<file path="config.mk">
export PLATFORM = sky130hd
export DESIGN_NAME = button_edge_repeat_filter_unit
export DESIGN_NICKNAME = d
export VERILOG_FILES = /design/src/brf_pkg.sv /design/src/brf_cfg_regs.sv /design/src/brf_state.sv /design/src/brf_calc.sv /design/src/button_edge_repeat_filter_unit.sv
export SDC_FILE = /design/constraint.sdc
export NUM_CORES = 1
export LEC_CHECK = 0
export ABC_AREA = 1
export BUFFER_PORTS_ARGS = -buffer_cell sky130_fd_sc_hd__buf_2
export CORE_MARGIN = 1.5
export CORE_UTILIZATION = 50
export CTS_CLUSTER_DIAMETER = 60
export CTS_CLUSTER_SIZE = 20
export DETAILED_ROUTE_END_ITERATION = 6
export PLACE_DENSITY = 0.69
export SLEW_MARGIN = 10
export SYNTH_ARGS = -nofsm -noshare
export SYNTH_HDL_FRONTEND = slang
export SYNTH_HIERARCHICAL = 1
export SYNTH_SLANG_ARGS = --single-unit
</file>
<file path="constraint.sdc">
create_clock -name i_clk -period 5.8 [get_ports i_clk]
set_input_delay 1.16 -clock i_clk [delete_from_list [all_inputs] [get_ports i_clk]]
set_output_delay 1.16 -clock i_clk [all_outputs]
set_load 0.03 [all_outputs]
</file>
<file path="src/brf_pkg.sv">
// ----------------------------------------------------------------------------
// brf_pkg
// shared types, constants and register indexes of the button edge/repeat filter
// ----------------------------------------------------------------------------
package brf_pkg;

    localparam int CHANNELS = 4;
    localparam int CH_W     = 2;
    localparam int MASK_W   = 16;
    localparam int CNT_W    = 8;
    localparam int MODE_W   = 2;
    localparam int LATCH_W  = 2;
    localparam int STAT_W   = 2;
    localparam int CFG_W    = 8;
    localparam int CFG_IDX_W = 2;
    localparam int CH_IDX_W = (CHANNELS > 1) ? $clog2(CHANNELS) : 1;

    // configuration register indexes
    localparam logic [CFG_IDX_W-1:0] CFG_REPEAT_DELAY  = 2'd0;
    localparam logic [CFG_IDX_W-1:0] CFG_REPEAT_PERIOD = 2'd1;
    localparam logic [CFG_IDX_W-1:0] CFG_AXIS_MODE     = 2'd2;

    localparam logic [CNT_W-1:0]  RESET_DELAY  = 8'd45;
    localparam logic [CNT_W-1:0]  RESET_PERIOD = 8'd8;

    // link status codes
    localparam logic [STAT_W-1:0] STAT_GOOD     = 2'd0;
    localparam logic [STAT_W-1:0] STAT_XFER_ERR = 2'd1;

    // axis filter modes
    localparam logic [MODE_W-1:0] MODE_OFF   = 2'd0;
    localparam logic [MODE_W-1:0] MODE_VERT  = 2'd1;
    localparam logic [MODE_W-1:0] MODE_HORIZ = 2'd2;
    localparam logic [MODE_W-1:0] MODE_FIRST = 2'd3;

    // axis latch values
    localparam logic [LATCH_W-1:0] LATCH_NONE  = 2'd0;
    localparam logic [LATCH_W-1:0] LATCH_VERT  = 2'd1;
    localparam logic [LATCH_W-1:0] LATCH_HORIZ = 2'd2;

    localparam logic [MASK_W-1:0] DIR_HORIZ = 16'h0003;
    localparam logic [MASK_W-1:0] DIR_VERT  = 16'h000C;

    typedef struct packed {
        logic [CNT_W-1:0]  repeat_delay;
        logic [CNT_W-1:0]  repeat_period;
        logic [MODE_W-1:0] axis_mode;
    } t_cfg;

    typedef struct packed {
        logic [MASK_W-1:0]  held;
        logic [CNT_W-1:0]   cnt;
        logic [LATCH_W-1:0] latch;
    } t_chan_state;

    typedef struct packed {
        logic [CH_W-1:0]   channel;
        logic [STAT_W-1:0] status;
        logic [MASK_W-1:0] raw;
    } t_item;

    typedef struct packed {
        logic [CH_W-1:0]   channel;
        logic              present;
        logic [MASK_W-1:0] held;
        logic [MASK_W-1:0] pressed;
        logic [MASK_W-1:0] released;
        logic [MASK_W-1:0] rep;
    } t_result;

endpackage

</file>
<file path="src/brf_cfg_regs.sv">
// ----------------------------------------------------------------------------
// brf_cfg_regs
// configuration register bank: repeat delay, repeat period, axis filter mode
// ----------------------------------------------------------------------------
module brf_cfg_regs (
    input  logic                           i_clk,
    input  logic                           i_rst_n,
    input  logic                           i_cfg_we,
    input  logic [brf_pkg::CFG_IDX_W-1:0]  i_cfg_addr,
    input  logic [brf_pkg::CFG_W-1:0]      i_cfg_wdata,
    output brf_pkg::t_cfg                  o_cfg
);

    brf_pkg::t_cfg r_cfg;
    brf_pkg::t_cfg n_cfg;

    always_comb begin
        n_cfg = r_cfg;
        if (i_cfg_we) begin
            unique case (i_cfg_addr)
                brf_pkg::CFG_REPEAT_DELAY:  n_cfg.repeat_delay  = i_cfg_wdata;
                brf_pkg::CFG_REPEAT_PERIOD: n_cfg.repeat_period = i_cfg_wdata;
                brf_pkg::CFG_AXIS_MODE:
                    n_cfg.axis_mode = i_cfg_wdata[brf_pkg::MODE_W-1:0];
                default: ;
            endcase
        end
    end

    always_ff @(posedge i_clk) begin
        if (!i_rst_n) begin
            r_cfg.repeat_delay  <= brf_pkg::RESET_DELAY;
            r_cfg.repeat_period <= brf_pkg::RESET_PERIOD;
            r_cfg.axis_mode     <= brf_pkg::MODE_OFF;
        end else begin
            r_cfg <= n_cfg;
        end
    end

    assign o_cfg = r_cfg;

endmodule

</file>
<file path="src/brf_state.sv">
// ----------------------------------------------------------------------------
// brf_state
// per-channel state file: held mask, repeat counter, axis latch
// ----------------------------------------------------------------------------
module brf_state (
    input  logic                          i_clk,
    input  logic                          i_rst_n,
    input  logic [brf_pkg::CH_IDX_W-1:0]  i_rd_ch,
    output brf_pkg::t_chan_state          o_rd_state,
    input  logic                          i_wr_en,
    input  logic [brf_pkg::CH_IDX_W-1:0]  i_wr_ch,
    input  brf_pkg::t_chan_state          i_wr_state
);

    brf_pkg::t_chan_state r_state [brf_pkg::CHANNELS];

    always_ff @(posedge i_clk) begin
        if (!i_rst_n) begin
            for (int i = 0; i < brf_pkg::CHANNELS; i++) begin
                r_state[i] <= '0;
            end
        end else if (i_wr_en) begin
            r_state[i_wr_ch] <= i_wr_state;
        end
    end

    assign o_rd_state = r_state[i_rd_ch];

endmodule

</file>
<file path="src/brf_calc.sv">
// ----------------------------------------------------------------------------
// brf_calc
// one-sample update: axis filter, edge detect and auto-repeat counter
// ----------------------------------------------------------------------------
module brf_calc (
    input  brf_pkg::t_cfg         i_cfg,
    input  brf_pkg::t_item        i_item,
    input  brf_pkg::t_chan_state  i_state,
    output logic                  o_wr_en,
    output brf_pkg::t_chan_state  o_state,
    output brf_pkg::t_result      o_result
);

    logic                           in_range;
    logic                           vert;
    logic                           horiz;
    logic [brf_pkg::MASK_W-1:0]     filt;
    logic [brf_pkg::LATCH_W-1:0]    latch_nx;
    logic [brf_pkg::MASK_W-1:0]     now;
    logic [brf_pkg::MASK_W-1:0]     diff;
    logic [brf_pkg::CNT_W-1:0]      cnt_dec;
    logic                           present;

    assign in_range = (int'(i_item.channel) < brf_pkg::CHANNELS);
    assign vert     = |(i_item.raw & brf_pkg::DIR_VERT);
    assign horiz    = |(i_item.raw & brf_pkg::DIR_HORIZ);

    // direction-pad filter, latch only moves in first-pressed mode
    always_comb begin
        filt     = i_item.raw;
        latch_nx = i_state.latch;
        case (i_cfg.axis_mode)
            brf_pkg::MODE_VERT: begin
                if (vert) filt = i_item.raw & ~brf_pkg::DIR_HORIZ;
            end
            brf_pkg::MODE_HORIZ: begin
                if (horiz) filt = i_item.raw & ~brf_pkg::DIR_VERT;
            end
            brf_pkg::MODE_FIRST: begin
                if (vert && horiz) begin
                    if (i_state.latch == brf_pkg::LATCH_VERT) begin
                        filt = i_item.raw & ~brf_pkg::DIR_HORIZ;
                    end else begin
                        filt = i_item.raw & ~brf_pkg::DIR_VERT;
                    end
                end else if (vert) begin
                    latch_nx = brf_pkg::LATCH_VERT;
                end else if (horiz) begin
                    latch_nx = brf_pkg::LATCH_HORIZ;
                end
            end
            default: ;
        endcase
    end

    always_comb begin
        case (i_item.status)
            brf_pkg::STAT_GOOD: begin
                now     = filt;
                present = 1'b1;
            end
            brf_pkg::STAT_XFER_ERR: begin
                now     = i_state.held;
                present = 1'b1;
            end
            default: begin
                now     = '0;
                present = 1'b0;
            end
        endcase
    end

    assign diff    = i_state.held ^ now;
    assign cnt_dec = i_state.cnt - 1'b1;

    always_comb begin
        o_state.held  = now;
        o_state.latch = (i_item.status == brf_pkg::STAT_GOOD) ? latch_nx : i_state.latch;
        o_result.channel  = i_item.channel;
        o_result.present  = present;
        o_result.held     = now;
        o_result.pressed  = now & diff;
        o_result.released = i_state.held & diff;
        if (diff != '0) begin
            o_result.rep = now & diff;
            o_state.cnt  = i_cfg.repeat_delay;
        end else if (cnt_dec != '0) begin
            o_result.rep = '0;
            o_state.cnt  = cnt_dec;
        end else begin
            o_result.rep = now;
            o_state.cnt  = i_cfg.repeat_period;
        end
        // channel with no state: echo it, report nothing
        if (!in_range) begin
            o_result.present  = 1'b0;
            o_result.held     = '0;
            o_result.pressed  = '0;
            o_result.released = '0;
            o_result.rep      = '0;
        end
    end

    assign o_wr_en = in_range;

endmodule

</file>
<file path="src/button_edge_repeat_filter_unit.sv">
// ----------------------------------------------------------------------------
// button_edge_repeat_filter_unit
// controller button tracker with press/release edges and key auto-repeat
// ----------------------------------------------------------------------------
// Each input transfer carries one controller sample (channel, link status,
// 16-bit raw button mask) and produces exactly one result transfer, in order.
// The unit holds two register stages: an input register and a result
// register, with the per-channel update done combinationally between them.
// A sample is accepted every cycle as long as the result side keeps taking
// results, so sustained rate is one sample per clock; each sample passes
// the input register, then the result register. The per-channel state (held
// mask, 8-bit repeat counter, axis latch) is read and written in the same
// cycle the result is registered, so back-to-back samples on one channel see
// each other's updates with no stall. Configuration writes take effect on the
// next clock and should only be issued while no sample is in flight.
// ----------------------------------------------------------------------------
module button_edge_repeat_filter_unit (
    input  logic                              i_clk,
    input  logic                              i_rst_n,
    // configuration
    input  logic                              i_cfg_we,
    input  logic [brf_pkg::CFG_IDX_W-1:0]     i_cfg_addr,
    input  logic [brf_pkg::CFG_W-1:0]         i_cfg_wdata,
    // sample input
    input  logic                              i_in_valid,
    output logic                              o_in_ready,
    input  logic [brf_pkg::CH_W-1:0]          i_channel,
    input  logic [brf_pkg::STAT_W-1:0]        i_link_status,
    input  logic [brf_pkg::MASK_W-1:0]        i_raw_buttons,
    // result output
    output logic                              o_out_valid,
    input  logic                              i_out_ready,
    output logic [brf_pkg::CH_W-1:0]          o_out_channel,
    output logic                              o_present,
    output logic [brf_pkg::MASK_W-1:0]        o_held_mask,
    output logic [brf_pkg::MASK_W-1:0]        o_pressed_mask,
    output logic [brf_pkg::MASK_W-1:0]        o_released_mask,
    output logic [brf_pkg::MASK_W-1:0]        o_repeat_mask
);

    brf_pkg::t_cfg         cfg;
    brf_pkg::t_chan_state  rd_state;
    brf_pkg::t_chan_state  wr_state;
    brf_pkg::t_result      calc_result;
    logic                  calc_wr_en;
    logic                  advance;
    logic                  in_xfer;

    logic                  r_in_valid;
    brf_pkg::t_item        r_item;
    logic                  r_out_valid;
    brf_pkg::t_result      r_result;

    brf_cfg_regs u_cfg (
        .i_clk       (i_clk),
        .i_rst_n     (i_rst_n),
        .i_cfg_we    (i_cfg_we),
        .i_cfg_addr  (i_cfg_addr),
        .i_cfg_wdata (i_cfg_wdata),
        .o_cfg       (cfg)
    );

    // result register frees up when empty or when its transfer completes
    assign advance    = r_in_valid && (!r_out_valid || i_out_ready);
    assign o_in_ready = !r_in_valid || advance;
    assign in_xfer    = i_in_valid && o_in_ready;

    // input register
    always_ff @(posedge i_clk) begin
        if (!i_rst_n) begin
            r_in_valid <= 1'b0;
        end else if (o_in_ready) begin
            r_in_valid <= i_in_valid;
        end
    end

    always_ff @(posedge i_clk) begin
        if (in_xfer) begin
            r_item.channel <= i_channel;
            r_item.status  <= i_link_status;
            r_item.raw     <= i_raw_buttons;
        end
    end

    // state read for the item in the input register, written as it moves on
    brf_state u_state (
        .i_clk      (i_clk),
        .i_rst_n    (i_rst_n),
        .i_rd_ch    (r_item.channel[brf_pkg::CH_IDX_W-1:0]),
        .o_rd_state (rd_state),
        .i_wr_en    (advance && calc_wr_en),
        .i_wr_ch    (r_item.channel[brf_pkg::CH_IDX_W-1:0]),
        .i_wr_state (wr_state)
    );

    brf_calc u_calc (
        .i_cfg    (cfg),
        .i_item   (r_item),
        .i_state  (rd_state),
        .o_wr_en  (calc_wr_en),
        .o_state  (wr_state),
        .o_result (calc_result)
    );

    // result register
    always_ff @(posedge i_clk) begin
        if (!i_rst_n) begin
            r_out_valid <= 1'b0;
        end else if (advance) begin
            r_out_valid <= 1'b1;
        end else if (i_out_ready) begin
            r_out_valid <= 1'b0;
        end
    end

    always_ff @(posedge i_clk) begin
        if (advance) begin
            r_result <= calc_result;
        end
    end

    assign o_out_valid     = r_out_valid;
    assign o_out_channel   = r_result.channel;
    assign o_present       = r_result.present;
    assign o_held_mask     = r_result.held;
    assign o_pressed_mask  = r_result.pressed;
    assign o_released_mask = r_result.released;
    assign o_repeat_mask   = r_result.rep;

    // a button is never both pressed and released in one sample
    a_edges_disjoint: assert property (@(posedge i_clk) disable iff (!i_rst_n)
        o_out_valid |-> ((o_pressed_mask & o_released_mask) == '0))
        else $error("pressed and released masks overlap");

    // repeat only reports buttons that are held
    a_repeat_held: assert property (@(posedge i_clk) disable iff (!i_rst_n)
        o_out_valid |-> ((o_repeat_mask & ~o_held_mask) == '0))
        else $error("repeat mask outside held mask");

    // an absent controller holds nothing and presses nothing
    a_absent_empty: assert property (@(posedge i_clk) disable iff (!i_rst_n)
        (o_out_valid && !o_present) |-> (o_held_mask == '0 && o_pressed_mask == '0))
        else $error("absent controller reports held buttons");

    // a stalled result is not overwritten by the next sample
    a_stall_holds: assert property (@(posedge i_clk) disable iff (!i_rst_n)
        (o_out_valid && !i_out_ready) |=> (o_out_valid && $stable(r_result)))
        else $error("stalled result changed");

endmodule
</file>
==> results.txt <==
----------------------------------------------------
[Outcome]
  Run status ... finished, final reports clean

[Worst setup path]
  Cell count of the worst reg-to-reg path ... 18
  Startpoint of the most critical register-to-register path ... r_item[18]
  Setup Crit Path Kind ... register to register
  Maximum net fanout on the critical path ... 38
  Required time at the endpoint of the critical path ... 6.12 ns
  Data arrival, critical path ... 4.69 ns
  Element type at the critical path end ... register
  Worst-case register-to-register setup slack ... 1.43 ns
  Startpoint type of the worst setup path ... register
  End of the worst register-to-register path ... u_state/r_state[2][7]

[Clock tree]
  Clock buffer count from CTS ... 19
  Clock tree from TritonCTS ... done
  Maximum buffer depth of the clock tree ... 3
  Root Buffer ... sky130_fd_sc_hd__clkbuf_16
  Hold Buf Count CTS ... 0
  Post_cts resized ... 0
  Clock transition at the registers of the reported paths ... 0.08 ns
  Clock latency of the later-clocked register in the worst-skew pair ... 0.51 ns
  Number of setup buffers added after CTS ... 0
  CTS H-Tree Depth ... 1
  Num Clock Sinks ... 211

[Yosys]
  Mean post-synth cell area ... 9.60 um^2
  Ranking of synthesized cells by area ... sky130_fd_sc_hd__edfxtp_1, sky130_fd_sc_hd__nand2_1, sky130_fd_sc_hd__inv_1
  Cell types with the highest counts after synthesis ... sky130_fd_sc_hd__nand2_1, sky130_fd_sc_hd__inv_1, sky130_fd_sc_hd__edfxtp_1
  Synth Net Count ... 1136
  Most instantiated library cell after synthesis ... sky130_fd_sc_hd__nand2_1
  Async SR Flop Fraction ... 0%
  Fraction of post-synthesis cell area in the top cell type by area ... 56.0%
  Count of warnings emitted by yosys ... 6
  Synthesized netlist cell count ... 1067
  Prevailing post-synth register cell ... sky130_fd_sc_hd__edfxtp_1
  Count of flip-flops with a built-in enable after synthesis ... 191
  Synthesized cell area ... 0.0102 mm^2
  Largest area contributor in the synthesized netlist ... sky130_fd_sc_hd__edfxtp_1
  Number of distinct library cell variants in the gate-level netlist after synthesis ... 33
  Post-synthesis sequential element count ... 211
  Portion of the post-synthesis area used by sequential elements ... 59.9%

[Job]
  Max-cap violation count ... 0

[Global routing]
  Number of global-route vias before repair ... 6979
  Total congestion overflow ... 0
  Pin count of the biggest net entering global routing ... 62
  Initial antenna violation count ... 0
  First-pass GRT wire length ... 35600 um
  Global-route usage over all layers ... 20.8%

[Drt]
  Remaining design rule violation count ... 0
  Detailed-route wire length per cell ... 15.5 um
  Vias per inst ... 5.03
  Overall routed net length ... 22000 um
  DRC marker count from the first detailed-route iteration ... 539
  Vias after detailed routing ... 7148
  Final ANT Viol Nets ... 0
  Number of iterations in the first detailed-routing pass ... 5

[Cells and area]
  Diodes inserted ... 0
  Area added between synthesis and finish ... 11.5%
  Number of nets in the layout ... 1208
  Share of post-route cells with drive strength above 1 ... 15.7%
  Filler cell count ... 1775

[Placed design]
  # port buffers ... 103
  Half-perimeter wire length after placement ... 14500 um
  RD Place Congestion ... 0.844

[STA]
  Period minus WS final ... 4.37 ns
  Max Freq ... 229 MHz
  Unrepaired setup endpoints after global routing ... no
  Final-layout setup total negative slack ... 0 ns
  Final-report hold violation count ... 0
  Worst Max-Slew Pin Slew ... 1.23 ns
  Post-route clock skew ... 0.0281 ns
  Final count of pins violating max slew ... 0
  Tightest slew margin relative to the limit ... 17.8%
  Number of setup violations in the final report ... 0
  Share of the cycle needed by the critical path after routing ... 75.3%

[Floorplan]
  Floorplan row count ... 52
  Boundary pin count ... 104
  Core footprint ... 0.0202 mm^2
  Die area ... 0.0214 mm^2
  Vertical die dimension ... 146 um
  Effective utilization at floorplan ... 50.8%
  Die outline width ... 146 um

[Hold path]
  Hold Crit Depth ... 2
  End point of the most critical hold path ... u_cfg/o_cfg[13]
  Class of the worst hold path ... register to register
  Hold path startpoint ... u_cfg/o_cfg[13]

[Power and ir drop]
  Worst vdd rail ir drop ... 131 uV
  Cell leakage power ... 5.07 nW
  Total power ... 3.44 mW
  Power density cells ... 301 mW/mm^2

----------------------------------------------------
[registers in the layout (all words and copies together) (netlist names)]
signal           flops
r_item              20
o_out_channel        2
o_present            1
o_pressed_mask      16
o_held_mask         16
o_out_valid          1
o_released_mask     16
u_cfg/o_cfg         18
r_in_valid           1
o_repeat_mask       16
u_state/r_state    104
[metrics by stage]
step / setup WS, ns / hold slack [ns] / utilization [%] / std cells / cell area (um^2)
finish: 1.43 / 0.481 / 56.6 / 1422 / 11400
global route: 1.06 / 0.505 / 56.6 / 1422 / 11400
CTS: 1.48 / 0.484 / 56.6 / 1422 / 11400
detailed placement: 1.53 / 0.462 / 53.5 / 1388 / 10800
global placement: 1.77 / 0.461 / 53.5 / 1388 / 10800
floorplan: 1.80 / 0.429 / - / 1067 / 10200
[cell families after synthesis]
| kind of cell | count (synthesis) | share of synthesized area (%) |
|---|---|---|
| compound gates | 46 | 2.80 |
| xor+xnor | 1 | 0.0855 |
| fa+ha+maj | 34 | 4.15 |
| buf+inv | 276 | 11.5 |
| flops | 211 | 59.9 |
| other cells | 1 | 0.0366 |
| simple gates | 498 | 21.5 |
[layout make-up]
cell class	count	area [um^2]	area share [%]
multi-input combinational	580	2930	25.7
sequential	211	6140	53.7
inverter	216	811	7.10
clock buffer	20	479	4.20
clock inverter	14	146	1.28
timing repair buffer	111	576	5.04
tap	270	338	2.96
[critical path, stage by stage (launching register included)]
cell and delay, ns:
sky130_fd_sc_hd__edfxtp_1 0.40, sky130_fd_sc_hd__inv_2 0.54, sky130_fd_sc_hd__nand2_1 0.16, sky130_fd_sc_hd__nand3_1 0.12
sky130_fd_sc_hd__nand2_1 0.11, sky130_fd_sc_hd__nor3_1 0.24, sky130_fd_sc_hd__nand3_1 0.12, sky130_fd_sc_hd__nand4_1 0.10
sky130_fd_sc_hd__o21ai_0 0.22, sky130_fd_sc_hd__ha_1 0.39, sky130_fd_sc_hd__nand4_1 0.10, sky130_fd_sc_hd__nor2_1 0.10
sky130_fd_sc_hd__nand2_1 0.06, sky130_fd_sc_hd__buf_4 0.23, sky130_fd_sc_hd__inv_1 0.71, sky130_fd_sc_hd__nor2_1 0.08
sky130_fd_sc_hd__a21oi_1 0.16, sky130_fd_sc_hd__inv_1 0.11, sky130_fd_sc_hd__nor3_1 0.21
[routing by layer]
layer	wire length [um]	vias up	GRT usage, %
met3	1170	38	2.78
met4	650	0	7.68
met5	0	-	0
li1	-	3529	-
met2	10900	211	37.1
met1	9230	3370	25.9
[worst max-delay path by stage]
stage / startpoint / endpoint / slack, ns / cells after the start
2_1_floorplan: i_out_ready / u_state/r_state[2][0] / 1.80 / 6
3_3_place_gp: r_item[19] / u_state/r_state[2][2] / 1.77 / 17
3_5_place_dp: r_item[18] / u_state/r_state[2][7] / 1.53 / 18
4_1_cts: r_item[18] / u_state/r_state[2][7] / 1.48 / 18
5_1_grt: r_item[18] / u_state/r_state[2][7] / 1.06 / 18
6_report: r_item[18] / u_state/r_state[2][7] / 1.43 / 18
[layout by cell type, fill, tap and decap left out, drive strengths merged]
master  count
nor2      134
o22ai      12
and2        1
dfxtp      20
or2         1
nand3b      4
conb        1
nand4      14
edfxtp    191
o21ai      22
nand3      92
ha         34
xnor2       1
clkinv      4
nor3       28
bufinv      1
inv       225
buf       111
a21oi      12
nand2     224
clkbuf     20
[power breakdown]
group          internal (mW)  total (mW)  switching, mW
clock                  0.677        1.27          0.597
combinational          0.110       0.403          0.293
sequential              1.74        1.76         0.0235
No activity file was read; power rests on OpenSTA's default activity.
